==> config.mk <==
export PLATFORM = sky130hd
export DESIGN_NAME = asid_bitmap_allocator
export DESIGN_NICKNAME = d
export VERILOG_FILES = /design/src/design/asidba_pkg.sv /design/src/design/asidba_dp.sv /design/src/design/asidba_ctrl.sv /design/src/design/asid_bitmap_allocator.sv
export SDC_FILE = /design/constraint.sdc
export NUM_CORES = 1
export LEC_CHECK = 0
export CORE_MARGIN = 5
export CORE_UTILIZATION = 46
export DETAILED_ROUTE_END_ITERATION = 10
export DONT_BUFFER_PORTS = 1
export GPL_ROUTABILITY_DRIVEN = 0
export SYNTH_ARGS = -nofsm -noshare
export SYNTH_HDL_FRONTEND = slang
export SYNTH_HIERARCHICAL = 1
export SYNTH_SLANG_ARGS = --single-unit
==> constraint.sdc <==
create_clock -name clock -period 4.3 [get_ports clock]
set_input_delay 0.215 -clock clock [delete_from_list [all_inputs] [get_ports clock]]
set_output_delay 0.215 -clock clock [all_outputs]
set_load 0.01 [all_outputs]
==> src/design/asidba_pkg.sv <==
`timescale 1ns / 1ps
package asidba_pkg;

   localparam int ID_COUNT    = 128;
   localparam int MAX_REQUEST = 16;
   localparam int WORD_BITS   = 32;

   localparam int NUM_WORDS   = (ID_COUNT + WORD_BITS - 1) / WORD_BITS;
   localparam int TOTAL_BITS  = NUM_WORDS * WORD_BITS;
   localparam int NUM_FIXED   = 4;

   localparam int ID_W        = 7;
   localparam int COUNT_W     = 5;
   localparam int WORD_CNT_W  = $clog2(NUM_WORDS + 1);
   localparam int WORD_IDX_W  = (NUM_WORDS > 1) ? $clog2(NUM_WORDS) : 1;
   localparam int BIT_IDX_W   = $clog2(WORD_BITS);
   localparam int MAP_IDX_W   = $clog2(TOTAL_BITS);
   localparam int GOT_W       = $clog2(MAX_REQUEST + 1);
   localparam int LOG_IDX_W   = (MAX_REQUEST > 1) ? $clog2(MAX_REQUEST) : 1;

   localparam logic MODE_RESERVE = 1'b0;
   localparam logic MODE_RELEASE = 1'b1;
   localparam logic STATUS_OK    = 1'b0;
   localparam logic STATUS_NO_ID = 1'b1;

   localparam logic [ID_W-1:0] FIXED_IDS [NUM_FIXED] = '{7'd0, 7'd1, 7'd2, 7'd3};

   typedef logic [TOTAL_BITS-1:0] map_type;

   function automatic map_type reset_map();
      map_type m;
      m = '0;
      for (int i = 0; i < NUM_FIXED; i++) begin
         if (int'(FIXED_IDS[i]) < ID_COUNT) m[MAP_IDX_W'(FIXED_IDS[i])] = 1'b1;
      end
      return m;
   endfunction

   // bits past the last identifier never count as free
   function automatic map_type id_mask();
      map_type m;
      m = '0;
      for (int i = 0; i < TOTAL_BITS; i++) begin
         if (i < ID_COUNT) m[i] = 1'b1;
      end
      return m;
   endfunction

   localparam map_type RESET_MAP  = reset_map();
   localparam map_type VALID_MASK = id_mask();

   typedef struct packed {
      logic               mode;
      logic [COUNT_W-1:0] count;
      logic [ID_W-1:0]    asid;
   } req_type;

   typedef struct packed {
      logic [ID_W-1:0] granted_id;
      logic            status;
      logic            last;
   } rsp_type;

   typedef enum logic [5:0] {
      S_IDLE     = 6'b000001,
      S_SCAN     = 6'b000010,
      S_ROLLBACK = 6'b000100,
      S_EMIT     = 6'b001000,
      S_FAIL     = 6'b010000,
      S_ACK      = 6'b100000
   } state_type;

   typedef struct packed {
      logic start;
      logic release_id;
      logic claim;
      logic next_word;
      logic zero_k;
      logic unclaim;
      logic k_inc;
      logic push_grant;
      logic push_fail;
      logic push_ack;
   } cmd_type;

   typedef struct packed {
      logic req_release;
      logic req_bad;
      logic got_done;
      logic word_end;
      logic has_free;
      logic k_done;
      logic k_last;
      logic out_free;
   } stat_type;

endpackage

==> src/design/asidba_dp.sv <==
`timescale 1ns / 1ps
module asidba_dp (
   input  logic                clock,
   input  logic                reset,
   input  asidba_pkg::req_type req_data,
   input  asidba_pkg::cmd_type cmd,
   output asidba_pkg::stat_type stat,
   input  logic                rsp_stall,
   output logic                rsp_valid,
   output asidba_pkg::rsp_type rsp_data
);

   asidba_pkg::map_type map_ff, map_in;
   logic [asidba_pkg::WORD_CNT_W-1:0] word_ff, word_in;
   logic [asidba_pkg::GOT_W-1:0]      got_ff, got_in;
   logic [asidba_pkg::GOT_W-1:0]      k_ff, k_in;
   logic [asidba_pkg::COUNT_W-1:0]    count_ff, count_in;
   logic [asidba_pkg::ID_W-1:0]       asid_ff, asid_in;
   logic [asidba_pkg::ID_W-1:0]       log_ff [asidba_pkg::MAX_REQUEST];
   logic                              rsp_valid_ff, rsp_valid_in;
   asidba_pkg::rsp_type               rsp_data_ff, rsp_data_in;

   asidba_pkg::map_type                free_vec;
   logic [asidba_pkg::WORD_IDX_W-1:0]  word_lo;
   logic [asidba_pkg::WORD_BITS-1:0]   word_free;
   logic [asidba_pkg::BIT_IDX_W-1:0]   enc;
   logic [asidba_pkg::MAP_IDX_W-1:0]   claim_idx;
   logic [asidba_pkg::ID_W-1:0]        claim_id;
   logic [asidba_pkg::ID_W-1:0]        log_rd;
   logic                               word_end;
   logic                               out_free;

   assign free_vec = ~map_ff & asidba_pkg::VALID_MASK;
   assign word_lo  = asidba_pkg::WORD_IDX_W'(word_ff);
   assign word_end = int'(word_ff) >= asidba_pkg::NUM_WORDS;

   always_comb begin
      word_free = '0;
      if (!word_end) begin
         word_free = free_vec[int'(word_lo) * asidba_pkg::WORD_BITS +: asidba_pkg::WORD_BITS];
      end
   end

   // lowest free bit of the current word
   always_comb begin
      enc = '0;
      for (int b = asidba_pkg::WORD_BITS - 1; b >= 0; b--) begin
         if (word_free[b]) enc = asidba_pkg::BIT_IDX_W'(b);
      end
   end

   assign claim_idx = asidba_pkg::MAP_IDX_W'(int'(word_lo) * asidba_pkg::WORD_BITS + int'(enc));
   assign claim_id  = asidba_pkg::ID_W'(claim_idx);
   assign log_rd    = log_ff[asidba_pkg::LOG_IDX_W'(k_ff)];
   assign out_free  = !rsp_valid_ff || !rsp_stall;

   always_comb begin
      stat.req_release = req_data.mode == asidba_pkg::MODE_RELEASE;
      stat.req_bad     = (req_data.count == '0) ||
                         (int'(req_data.count) > asidba_pkg::MAX_REQUEST);
      stat.got_done    = int'(got_ff) == int'(count_ff);
      stat.word_end    = word_end;
      stat.has_free    = |word_free;
      stat.k_done      = k_ff == got_ff;
      stat.k_last      = int'(k_ff) + 1 == int'(count_ff);
      stat.out_free    = out_free;
   end

   always_comb begin
      map_in   = map_ff;
      word_in  = word_ff;
      got_in   = got_ff;
      k_in     = k_ff;
      count_in = count_ff;
      asid_in  = asid_ff;
      if (cmd.release_id) begin
         asid_in = req_data.asid;
         if (int'(req_data.asid) < asidba_pkg::ID_COUNT) begin
            map_in[asidba_pkg::MAP_IDX_W'(req_data.asid)] = 1'b0;
         end
      end
      if (cmd.start) begin
         count_in = req_data.count;
         word_in  = '0;
         got_in   = '0;
      end
      if (cmd.claim) begin
         map_in[claim_idx] = 1'b1;
         got_in = got_ff + 1'b1;
      end
      if (cmd.next_word) word_in = word_ff + 1'b1;
      // undo one claim of a request that could not be met
      if (cmd.unclaim && int'(log_rd) < asidba_pkg::ID_COUNT) begin
         map_in[asidba_pkg::MAP_IDX_W'(log_rd)] = 1'b0;
      end
      if (cmd.zero_k) k_in = '0;
      if (cmd.k_inc)  k_in = k_ff + 1'b1;
   end

   always_comb begin
      rsp_valid_in = rsp_valid_ff;
      rsp_data_in  = rsp_data_ff;
      if (!rsp_stall) rsp_valid_in = 1'b0;
      if (cmd.push_grant) begin
         rsp_valid_in           = 1'b1;
         rsp_data_in.granted_id = log_rd;
         rsp_data_in.status     = asidba_pkg::STATUS_OK;
         rsp_data_in.last       = stat.k_last;
      end else if (cmd.push_fail) begin
         rsp_valid_in           = 1'b1;
         rsp_data_in.granted_id = '0;
         rsp_data_in.status     = asidba_pkg::STATUS_NO_ID;
         rsp_data_in.last       = 1'b1;
      end else if (cmd.push_ack) begin
         rsp_valid_in           = 1'b1;
         rsp_data_in.granted_id = asid_ff;
         rsp_data_in.status     = asidba_pkg::STATUS_OK;
         rsp_data_in.last       = 1'b1;
      end
   end

   always_ff @(posedge clock) begin
      if (reset) begin
         map_ff       <= asidba_pkg::RESET_MAP;
         word_ff      <= '0;
         got_ff       <= '0;
         k_ff         <= '0;
         count_ff     <= '0;
         rsp_valid_ff <= 1'b0;
      end else begin
         map_ff       <= map_in;
         word_ff      <= word_in;
         got_ff       <= got_in;
         k_ff         <= k_in;
         count_ff     <= count_in;
         rsp_valid_ff <= rsp_valid_in;
      end
   end

   always_ff @(posedge clock) begin
      asid_ff     <= asid_in;
      rsp_data_ff <= rsp_data_in;
      if (cmd.claim) log_ff[asidba_pkg::LOG_IDX_W'(got_ff)] <= claim_id;
   end

   assign rsp_valid = rsp_valid_ff;
   assign rsp_data  = rsp_data_ff;

endmodule

==> src/design/asidba_ctrl.sv <==
`timescale 1ns / 1ps
module asidba_ctrl (
   input  logic                 clock,
   input  logic                 reset,
   input  logic                 req_valid,
   output logic                 req_stall,
   input  asidba_pkg::stat_type stat,
   output asidba_pkg::cmd_type  cmd
);

   asidba_pkg::state_type state_ff, state_in;

   always_comb begin
      state_in = state_ff;
      cmd      = '0;
      unique case (state_ff)
         asidba_pkg::S_IDLE: begin
            if (req_valid) begin
               if (stat.req_release) begin
                  cmd.release_id = 1'b1;
                  state_in = asidba_pkg::S_ACK;
               end else if (stat.req_bad) begin
                  state_in = asidba_pkg::S_FAIL;
               end else begin
                  cmd.start = 1'b1;
                  state_in = asidba_pkg::S_SCAN;
               end
            end
         end
         asidba_pkg::S_SCAN: begin
            if (stat.got_done) begin
               cmd.zero_k = 1'b1;
               state_in = asidba_pkg::S_EMIT;
            end else if (stat.word_end) begin
               cmd.zero_k = 1'b1;
               state_in = asidba_pkg::S_ROLLBACK;
            end else if (stat.has_free) begin
               cmd.claim = 1'b1;
            end else begin
               cmd.next_word = 1'b1;
            end
         end
         asidba_pkg::S_ROLLBACK: begin
            if (stat.k_done) begin
               state_in = asidba_pkg::S_FAIL;
            end else begin
               cmd.unclaim = 1'b1;
               cmd.k_inc   = 1'b1;
            end
         end
         asidba_pkg::S_EMIT: begin
            if (stat.out_free) begin
               cmd.push_grant = 1'b1;
               cmd.k_inc      = 1'b1;
               if (stat.k_last) state_in = asidba_pkg::S_IDLE;
            end
         end
         asidba_pkg::S_FAIL: begin
            if (stat.out_free) begin
               cmd.push_fail = 1'b1;
               state_in = asidba_pkg::S_IDLE;
            end
         end
         asidba_pkg::S_ACK: begin
            if (stat.out_free) begin
               cmd.push_ack = 1'b1;
               state_in = asidba_pkg::S_IDLE;
            end
         end
         default: begin
            state_in = asidba_pkg::S_IDLE;
         end
      endcase
   end

   assign req_stall = state_ff != asidba_pkg::S_IDLE;

   always_ff @(posedge clock) begin
      if (reset) begin
         state_ff <= asidba_pkg::S_IDLE;
      end else begin
         state_ff <= state_in;
      end
   end

endmodule

==> src/design/asid_bitmap_allocator.sv <==
`timescale 1ns / 1ps
// Address-space identifier allocator over a bitmap of ID_COUNT bits.
// Request channel (req_valid / req_stall / req_data): mode 0 reserves count
// identifiers, mode 1 releases req_data.asid. One request is in the block at
// a time; req_stall stays high from the cycle after acceptance until its last
// result has been loaded into the output register.
// Result channel (rsp_valid / rsp_stall / rsp_data): a reserve that succeeds
// gives count items in ascending identifier order, the final one with last
// set; a reserve that cannot be met gives one item with status 1 and
// granted_id 0; a release gives one acknowledgement echoing the identifier.
// A release, or a reserve with a count of zero or above MAX_REQUEST, goes
// from S_IDLE straight to S_ACK or S_FAIL, which loads its item once the
// result side is free. A reserve claims one identifier per cycle with a
// find-first-zero encoder and steps to the next word when a word is fully
// taken; it then gives one result per cycle while rsp_stall is low. A
// reserve that cannot be met walks all NUM_WORDS words, then undoes each
// claim before its failure item. Reset clears the bitmap to identifiers
// 0 to 3 taken. While rsp_stall is high the waiting item holds; the states
// that load a result wait until it is taken, while scanning and undoing
// claims go on.
module asid_bitmap_allocator (
   input  logic                clock,
   input  logic                reset,
   input  logic                req_valid,
   output logic                req_stall,
   input  asidba_pkg::req_type req_data,
   output logic                rsp_valid,
   input  logic                rsp_stall,
   output asidba_pkg::rsp_type rsp_data
);

   asidba_pkg::cmd_type  cmd;
   asidba_pkg::stat_type stat;

   asidba_ctrl u_ctrl (
      .clock     (clock),
      .reset     (reset),
      .req_valid (req_valid),
      .req_stall (req_stall),
      .stat      (stat),
      .cmd       (cmd)
   );

   asidba_dp u_dp (
      .clock     (clock),
      .reset     (reset),
      .req_data  (req_data),
      .cmd       (cmd),
      .stat      (stat),
      .rsp_stall (rsp_stall),
      .rsp_valid (rsp_valid),
      .rsp_data  (rsp_data)
   );

   a_fail_shape : assert property (@(posedge clock) disable iff (reset)
      rsp_valid && rsp_data.status |-> rsp_data.last && rsp_data.granted_id == '0)
      else $error("failure item is not a single zero-id final item");

   a_one_request : assert property (@(posedge clock) disable iff (reset)
      req_valid && !req_stall |=> req_stall)
      else $error("second request taken while one is in progress");

   a_burst : assert property (@(posedge clock) disable iff (reset)
      rsp_valid && !rsp_stall && !rsp_data.last |=> rsp_valid)
      else $error("grant burst broke before its final item");

   a_busy_mid_burst : assert property (@(posedge clock) disable iff (reset)
      rsp_valid && !rsp_data.last |-> req_stall)
      else $error("request accepted while a grant burst is unfinished");

endmodule

Yosys cells after proc, flatten, opt, wreduce, memory -nomap -nowiden
Memories as Yosys holds them, arrays and structs flattened. A register that Yosys moved wholly into a read port is not among the register bits.
Index checks and enable logic that the tools add are counted.
- memories: 1
- RAM bits: 112
- logic and storage cells: 154
- bits in registers: 169
- bits of input ports: 17
- memories (memory ; words ; bits a word ; read ports ; clocked after memory_dff ; wr ports ; RTL line ; RTL):
    u_dp.log_ff ; 16 ; 7 ; 1 ; 1 ; 1 ; asidba_dp.sv:19 ; logic [asidba_pkg::ID_W-1:0] log_ff [asidba_pkg::MAX_REQUEST];
- muxes and demuxes: 89
- equality and inequality tests: 17
- bitwise gates (word level): 6
- add/sub/neg operators: 5
- reduce and logical (&&, ||, !) cells: 16
- $lt $le $gt $ge: 8
- shift operators: 1
- operators by type and width (operator ; number):
    128-bit two-way mux ; 3
    128-bit inverter ; 3
    128-bit bitwise AND ; 2
    5-bit two-way mux ; 37
    128-bit bitwise OR ; 1
    128-bit by 8-bit variable part select with 32-bit output ; 1
    6-bit two-way mux ; 8
    32-bit by 6-bit == test with 1-bit output ; 1
    32-bit two-way mux ; 1
    32-bit OR reduction ; 1
    6-bit one-hot mux with 5 select lines ; 1
    9-bit two-way mux ; 3
    7-bit by 8-bit less-than comparator with 1-bit output (second input constant) ; 3
    1-bit demux with 7-bit select ; 3
    7-bit by 1-bit >= comparator with 1-bit output (second input constant) ; 3
    1-bit two-way mux ; 21
    2-bit two-way mux ; 6
    5-bit by 1-bit adder with 5-bit output (second input constant) ; 2
    5-bit == test ; 2
    3-bit two-way mux ; 3
    4-bit two-way mux ; 2
    2-bit nonzero test ; 4
    7-bit by 5-bit adder with 7-bit output ; 1
    5-bit by 1-bit adder with 6-bit output (second input constant) ; 1
    other kinds (22) ; 29

Depth between registers and ports, before layout
Gate-level depths: netlist of the first run.
- word-level depth: 44
- gate-level depth with buffers: 13
- gate-level depth less buffers: 11

Hierarchy
The synthesis of the first run kept the hierarchy.
- by module, submodules not included (module ; times used ; seq. area each (um^2) ; cells each ; area an instance (um^2)):
    asidba_dp ; 1 ; 6856.6 ; 1213 ; 14208.6
    asidba_ctrl ; 1 ; 120.1 ; 66 ; 488.0

Least setup slack after synthesis of the first run
No wires, ideal clock.
- path type: register -> register
- from: register u_dp/word_ff[0] (netlist bit)
- to: memory u_dp/log_ff[1][0] (netlist bit), enable pin
- cell stages (with the launch flop): 12
- arrival: 3475 ps
- buffers on the path: 4
- period minus slack after synthesis: 3855 ps
- path slack: 445 ps
- data required time: 3920 ps
- path through: dfxtp_1 -> buf_6 -> buf_12 -> mux4_2 -> and2_1 -> a41o_1 -> nand3_1 -> and3_1 -> clkbuf_1 -> buf_1 -> nand2_1 -> nor3_1
- RTL lines (item ; RTL line ; RTL):
    start: declaration ; asidba_dp.sv:14 ; logic [asidba_pkg::WORD_CNT_W-1:0] word_ff, word_in;
    start signal: assignment ; asidba_dp.sv:132 ; word_ff <= word_in;
    end: declaration ; asidba_dp.sv:19 ;

Final worst setup path of the first run
- from: register u_dp/word_ff[0] (netlist bit)
- to: register u_dp.map_ff[44]
- word-level cells in the longest chain between the ends: 43
- RTL lines (item ; RTL line ; RTL):
    128-bit by 8-bit variable part select with 32-bit output or 3-bit >= comparator (tied branches) ; asidba_dp.sv:40, asidba_dp.sv:35 ;
    32-bit two-way mux ; asidba_dp.sv:39 ; if (!word_end) begin
    5-bit two-way mux (32 in series) ; asidba_dp.sv:48 ; if (word_free[b]) enc = asidba_pkg::BIT_IDX_W'(b);
    7-bit by 5-bit adder with 7-bit output ; asidba_dp.sv:52 ; assign claim_idx = asidba_pkg::MAP_IDX_W'(int'(word_lo) * asidba_pkg::WORD_BITS + int'(enc));
    7-bit by 8-bit less-than comparator with 1-bit output (not written as such) or 7-bit by 1-bit >= comparator with 1-bit output (tied branches) ; asidba_dp.sv:88 ; map_in[claim_idx] = 1'b1;
    1-bit logical AND (not written as such) ; asidba_dp.sv:88 ;
    1-bit two-way mux (not written as such) ; asidba_dp.sv:88 ;
    1-bit demux with 7-bit select ; -- ;
    128-bit bitwise OR (no line) ; -- ;
    128-bit two-way mux (*) ; asidba_dp.sv:87 ; if (cmd.claim) begin
    128-bit bitwise AND (no line) ; -- ;
    128-bit two-way mux (*) ; asidba_dp.sv:93 ; if (cmd.unclaim && int'(log_rd) < asidba_pkg::ID_COUNT) begin
    end signal: assignment ; asidba_dp.sv:124 ; map_ff <= asidba_pkg::RESET_MAP;
    end signal: assignment ; asidba_dp.sv:131 ; map_ff <= map_in;
    end: declaration ; asidba_dp.sv:13 ; asidba_pkg::map_type map_ff, map_in;
Mark *: on every way between the ends. The rest lies on a longest branch, timed or not.
A chain may end at the register's enable or synchronous reset.

==> metrics.yaml, run 1 <==
synth-main-ff-cell: "dfxtp_1"
std_cell_rows: 65
crit_required_ps: 4730
grtUsageTotal_pct: 26.0
design.die.area_um2: 35600
cts_tree: "yes"
drt_iter0_drc: 1402
count_of_port_buffers_added_during_placement: 0
timing.fmax_ghz: 0.262
max_cap_viol_count: 0
avgRoutedWirePerCell_um: 27.5
syn-num-nets: 1305
first_global_vias: 11549
synth_area_leaders: "edfxtp_1, dfxtp_1, mux4_2"
critical_path.reg2reg.endpoint: "u_dp/map_ff[44]"
min_delay_path_depth: 2
synth_area_leader_cell: "edfxtp_1"
cts_setup_buffers: 0
period_minus_slack_ps: 3820
hold_start: "rsp_stall"
holdCritPathClass: "primary input to flop"
worstSkewPairLatency_ps: 590
reg2reg_from: "u_dp/word_ff[0]"
post-route-drc-count: 0
final_cell_count_without_fillers: 1720
antenna_found_initial: 0
min_delay_worst_endpoint: "u_dp/rsp_valid"
timing.critical_path.cells: "buf_12 -> mux4_2 -> nand3b_1 -> a31oi_1 -> o31ai_1 -> a22o_1 -> nor2_2 -> o41ai_2"
result_of_the_run: "finished, final reports clean"
unrepaired_setup_endpoints_after_global_routing: "no"
syn_to_final_growth_pct: 12.2
ys_types: 79
cts.sinks: 285
clk_root_buffer_cell: "clkbuf_16"
max_slew.worst_pin.slew_ps: 1140
fin_crit_sh_pct: 88.8
cts_inserted_buffers: 31
final.fill_count: 2774
initial_core_util_pct: 46.6
global_route_wire_length_before_repair_mm: 72.5
path_delay_family: "compound AO/OA/AOI/OAI gates"
power-per-cell-area_nw_per_um2: 354
path_clk_slew_ps: 60
cp_num_buf_inv: 1
post-route-util_pct: 52.2
core_region_area_um2: 31600
synth_common_cells: "dfxtp_1, o21ai_0, edfxtp_1, a21oi_1, nand2_1"
hold_viol: 0
synth_cells: 1279
synth-seq-area-share_pct: 47.5
timing.critical_path.arrival_ps: 4250
n_antenna_cell: 0
grt.overflow.total: 0
synth-seq-cells: 285
report.final.setup_viol: 0
post_cts_resize_count: 0
grt_max_degree: 150
critical_path.startpoint_type: "flop"
final_design_area_no_fill_um2: 16500
timing.setup.tns_ps: 0
netlist.area_leader.share_pct: 25.9
r2r_cells: 8
worst_setup_path_end_kind: "flop"
die_height_um: 189
first_pass_iters: 5
ys_async_sr_fraction_pct: 0
avgSynthCellArea_um2: 11.5
place_inst: 1646
dpl-instance-area_um2: 15200
via_count: 12019
detail_route.vias_per_cell: 6.99
timing.critical_path.slowest_stage_cell: "nor2_2"
cts-root-to-sink-buffers: 3
yosys.cell_count.top_type: "dfxtp_1"
power.static_leakage_nw: 5.00
route.final.wire_length_mm: 47.2
worst_ir_drop_vdd_uv: 313
timing.hold.ws_ps: 23.4
synth_edf_count: 127
cts_max_level: 1
antenna_left: 0
fraction_of_layout_cells_with_a_size_suffix_above_1_pct: 18.8
headroom_to_the_max_slew_limit_pct: 23.8
setup_slack_reg_to_reg_ps: 480
crit_path_max_fanout: 51
post_cts_hold_buffer_count: 16
timing.setup.critical_path_class: "flop to flop"
dp_hpwl_mm: 31.5
final_net_count: 1319
slew_violations: 0
io_pins: 28
dieWidth_um: 189
mappedNetlistArea_um2: 14700
finClkSkew_ps: 10.5
max_stage_delay_ps: 950
synth.yosys.warnings: 6
flip-flops by register name, summed over array words and instances (netlist names), named ones only:
register / count
u_dp/map_ff: 128
u_dp/log_ff: 112
u_dp/rsp_data: 9
u_dp/asid_ff: 7
u_ctrl/state_ff: 6
u_dp/count_ff: 5
u_dp/got_ff: 5
u_dp/k_ff: 5
u_dp/word_ff: 3
u_dp/rsp_valid: 1
per-layer routing:
| metal | routed length [um] | GRT usage, % | part of all wire, % |
|---|---|---|---|
| met1 | 19700 | 37.2 | 42 |
| met2 | 21500 | 41.1 | 46 |
| met3 | 4520 | 4.22 | 9.6 |
| met5 | 0 | 0 | 0 |
| met4 | 1470 | 7.54 | 3.1 |
how the worst max path moves through the flow:
stage,from,to,slack (ps),cells after the start
final,u_dp/word_ff[0],u_dp/map_ff[44],480,8
after global routing,u_dp/word_ff[0],u_dp/map_ff[61],360,10
after CTS,u_dp/word_ff[0],u_dp/map_ff[62],620,10
after detailed placement,u_dp/word_ff[0],u_dp/map_ff[62],650,10
after global placement,u_dp/word_ff[0],u_dp/map_ff[62],690,10
after floorplan,u_dp/word_ff[0],u_dp/log_ff[1][0],450,11
power breakdown:
| part | leakage (nW) | switching, mW | total (mW) | internal (mW) |
|---|---|---|---|---|
| clock | 0.527 | 1.15 | 2.82 | 1.68 |
| combinational | 2.08 | 0.115 | 0.163 | 0.0480 |
| sequential | 2.39 | 0.0171 | 2.84 | 2.83 |
| total | 5.00 | 1.28 | 5.83 | 4.55 |
cell usage in the layout, fill, tap and decap left out, drive strengths merged, types with 37 or more instances in the layout:
cell type / instances
dfxtp: 158
edfxtp: 127
mux4: 61
nand2: 69
a221o: 63
buf: 58
o21ai: 136
a21oi: 114
nand3: 43
nor2: 63
a221oi: 52
clkbuf: 37
logic make-up after synthesis:
logic type	share of synthesized area, %
compound gates	24.5
simple gates	12.5
flops	47.5
buf+inv	3.80
mux	9.88
xor+xnor	1.07
fa+ha+maj	0.766
cell type report:
type,instances,area [um^2],share of cell area (%)
well taps,402,503,3.05
clock buffers,37,828,5.02
flip-flops and latches,285,6980,42.3
repair buffers,73,643,3.90
clock inverters,21,254,1.54
multi-input cells,882,7200,43.7
inverters,20,75.1,0.455
per-stage QoR:
| stage | setup slack [ps] | total power [mW] |
|---|---|---|
| 2_1_floorplan | 445 | 3.00 |
| 3_3_place_gp | 691 | 3.02 |
| 3_5_place_dp | 651 | 3.02 |
| 4_1_cts | 616 | 5.87 |
| 5_1_grt | 365 | 6.02 |
| 6_report | 480 | 5.83 |
No activity file was read; power rests on OpenSTA's default activity.
==> run 2, diff against run 1 <==
--- a/config.mk
+++ b/config.mk
@@ -6,7 +6,7 @@
 export NUM_CORES = 1
 export LEC_CHECK = 0
 export CORE_MARGIN = 5
-export CORE_UTILIZATION = 46
+export CORE_UTILIZATION = 30
 export DETAILED_ROUTE_END_ITERATION = 10
 export DONT_BUFFER_PORTS = 1
 export GPL_ROUTABILITY_DRIVEN = 0
==> metrics.yaml, run 2 (synthesized netlist as in run 1, its figures left out) <==
cts_max_level: 2
post_cts_hold_buffer_count: 16
report.final.setup_viol: 0
final_design_area_no_fill_um2: 16700
finClkSkew_ps: 24.4
final_cell_count_without_fillers: 1974
design.die.area_um2: 53500
global_route_wire_length_before_repair_mm: 73.5
final_common_cell: "dfxtp_1"
avgRoutedWirePerCell_um: 24.9
cts_tree: "yes"
via_count: 11960
report.power.total_mw: 5.82
dieWidth_um: 231
timing.fmax_ghz: 0.260
cts_setup_buffers: 0
fin_crit_sh_pct: 89.5
worstSkewPairLatency_ps: 530
count_of_port_buffers_added_during_placement: 0
headroom_to_the_max_slew_limit_pct: 22.2
cts_inserted_buffers: 34
grt.overflow.total: 0
cts-root-to-sink-buffers: 3
path_clk_slew_ps: 60
final.fill_count: 4810
timing.critical_path.slowest_stage_cell: "mux4_2"
period_minus_slack_ps: 3850
crit_path_max_fanout: 18
clk_root_buffer_cell: "clkbuf_16"
cts.sinks: 285
grtUsageTotal_pct: 17.7
io_pins: 28
worst_setup_path_end_kind: "flop"
power-per-cell-area_nw_per_um2: 348
detail_route.vias_per_cell: 6.06
initial_core_util_pct: 30.1
max_ffs_per_register: 128
first_pass_iters: 6
first_global_vias: 11489
slew_violations: 0
power.static_leakage_nw: 4.95
worst_ir_drop_vdd_uv: 289
critical_path.startpoint_type: "flop"
max_stage_delay_ps: 570
timing.setup.tns_ps: 0
holdCritPathClass: "primary input to flop"
timing.critical_path.cells: "buf_12 -> mux4_2 -> and2_1 -> a41o_1 -> nand3_1 -> and3_1 -> nand2_1 -> nor2_2 -> o2111ai_1 -> a221oi_1"
antenna_left: 0
die_height_um: 231
std_cell_rows: 81
final_net_count: 1313
timing.setup.critical_path_class: "flop to flop"
dpl-instance-area_um2: 15500
mostFrequentLayoutCells: "dfxtp_1, o21ai_0, edfxtp_1"
top_register: "u_dp/map_ff"
place_inst: 1899
unrepaired_setup_endpoints_after_global_routing: "no"
timing.critical_path.arrival_ps: 4260
result_of_the_run: "finished, final reports clean"
syn_to_final_growth_pct: 13.9
crit_required_ps: 4710
area.sequential_um2: 6980
multi_input_gate_area_in_the_final_layout_um2: 7190
post_cts_resize_count: 0
max_slew.worst_pin.slew_ps: 1160
antenna_found_initial: 0
fraction_of_layout_cells_with_a_size_suffix_above_1_pct: 18.2
drt_iter0_drc: 1842
grt_max_degree: 150
post-route-drc-count: 0
max_cap_viol_count: 0
dp_hpwl_mm: 32.9
route.final.wire_length_mm: 49.2
core_region_area_um2: 48700
hold_viol: 0
## run 2: cell types whose count changed in the layout (fill, tap and decap cells not counted), moves of 2 or more
cell | previous run | this run
buf_4 | 54 | 45
clkbuf_16 | 31 | 34
bufinv_16 | 5 | 3
clkbuf_1 | 3 | 7
clkinv_1 | 5 | 2
## run 2: per-layer routing
metal  share of wire (%)  track usage (%)  vias up  wire, um
li1                    -                -     5169         -
met1                  41             24.0     5855     20000
met2                  44             27.2      777     21800
met3                  10             3.86      159      5030
met4                 4.8             7.91        0      2340
met5                   0                0        -         0
## run 2: per-stage QoR
step	util [%]	setup WS [ps]	hold slack, ps
global route	34.3	318	37.7
floorplan	-	445	284
global placement	31.8	582	307
finish	34.3	452	46.7
detailed placement	31.8	543	314
CTS	34.3	533	16.5
## run 2: report_power, final
group | switching, mW | total (mW) | internal, mW
clock | 1.14 | 2.81 | 1.68
sequential | 0.0197 | 2.85 | 2.83
combinational | 0.116 | 0.165 | 0.0486
## run 2: final cells by class
type / count / area share (%)
antenna: 1 / 0.0150
multi-input combinational: 882 / 43.0
clock buffer: 43 / 5.40
tap: 664 / 4.96
clock inverter: 15 / 1.04
timing repair buffer: 64 / 3.44
inverter: 20 / 0.449
sequential: 285 / 41.7
## run 2: critical path: cells and delay by family (launching register included)
kind,cells,cell delay [ps]
flops,1,490
compound gates,3,830
buf+inv,1,230
mux,1,570
simple gates,5,1600
## run 2: worst paths after layout
kind                        start              end  slack [ps]  cells past startpoint
setup / recovery  u_dp/word_ff[0]  u_dp/map_ff[29]         450                     10
hold / removal        req_data[0]  u_dp/map_ff[75]          50                      3
setup reg to reg  u_dp/word_ff[0]  u_dp/map_ff[29]         450                     10
hold reg to reg   u_dp/map_ff[89]  u_dp/map_ff[89]         500                      2
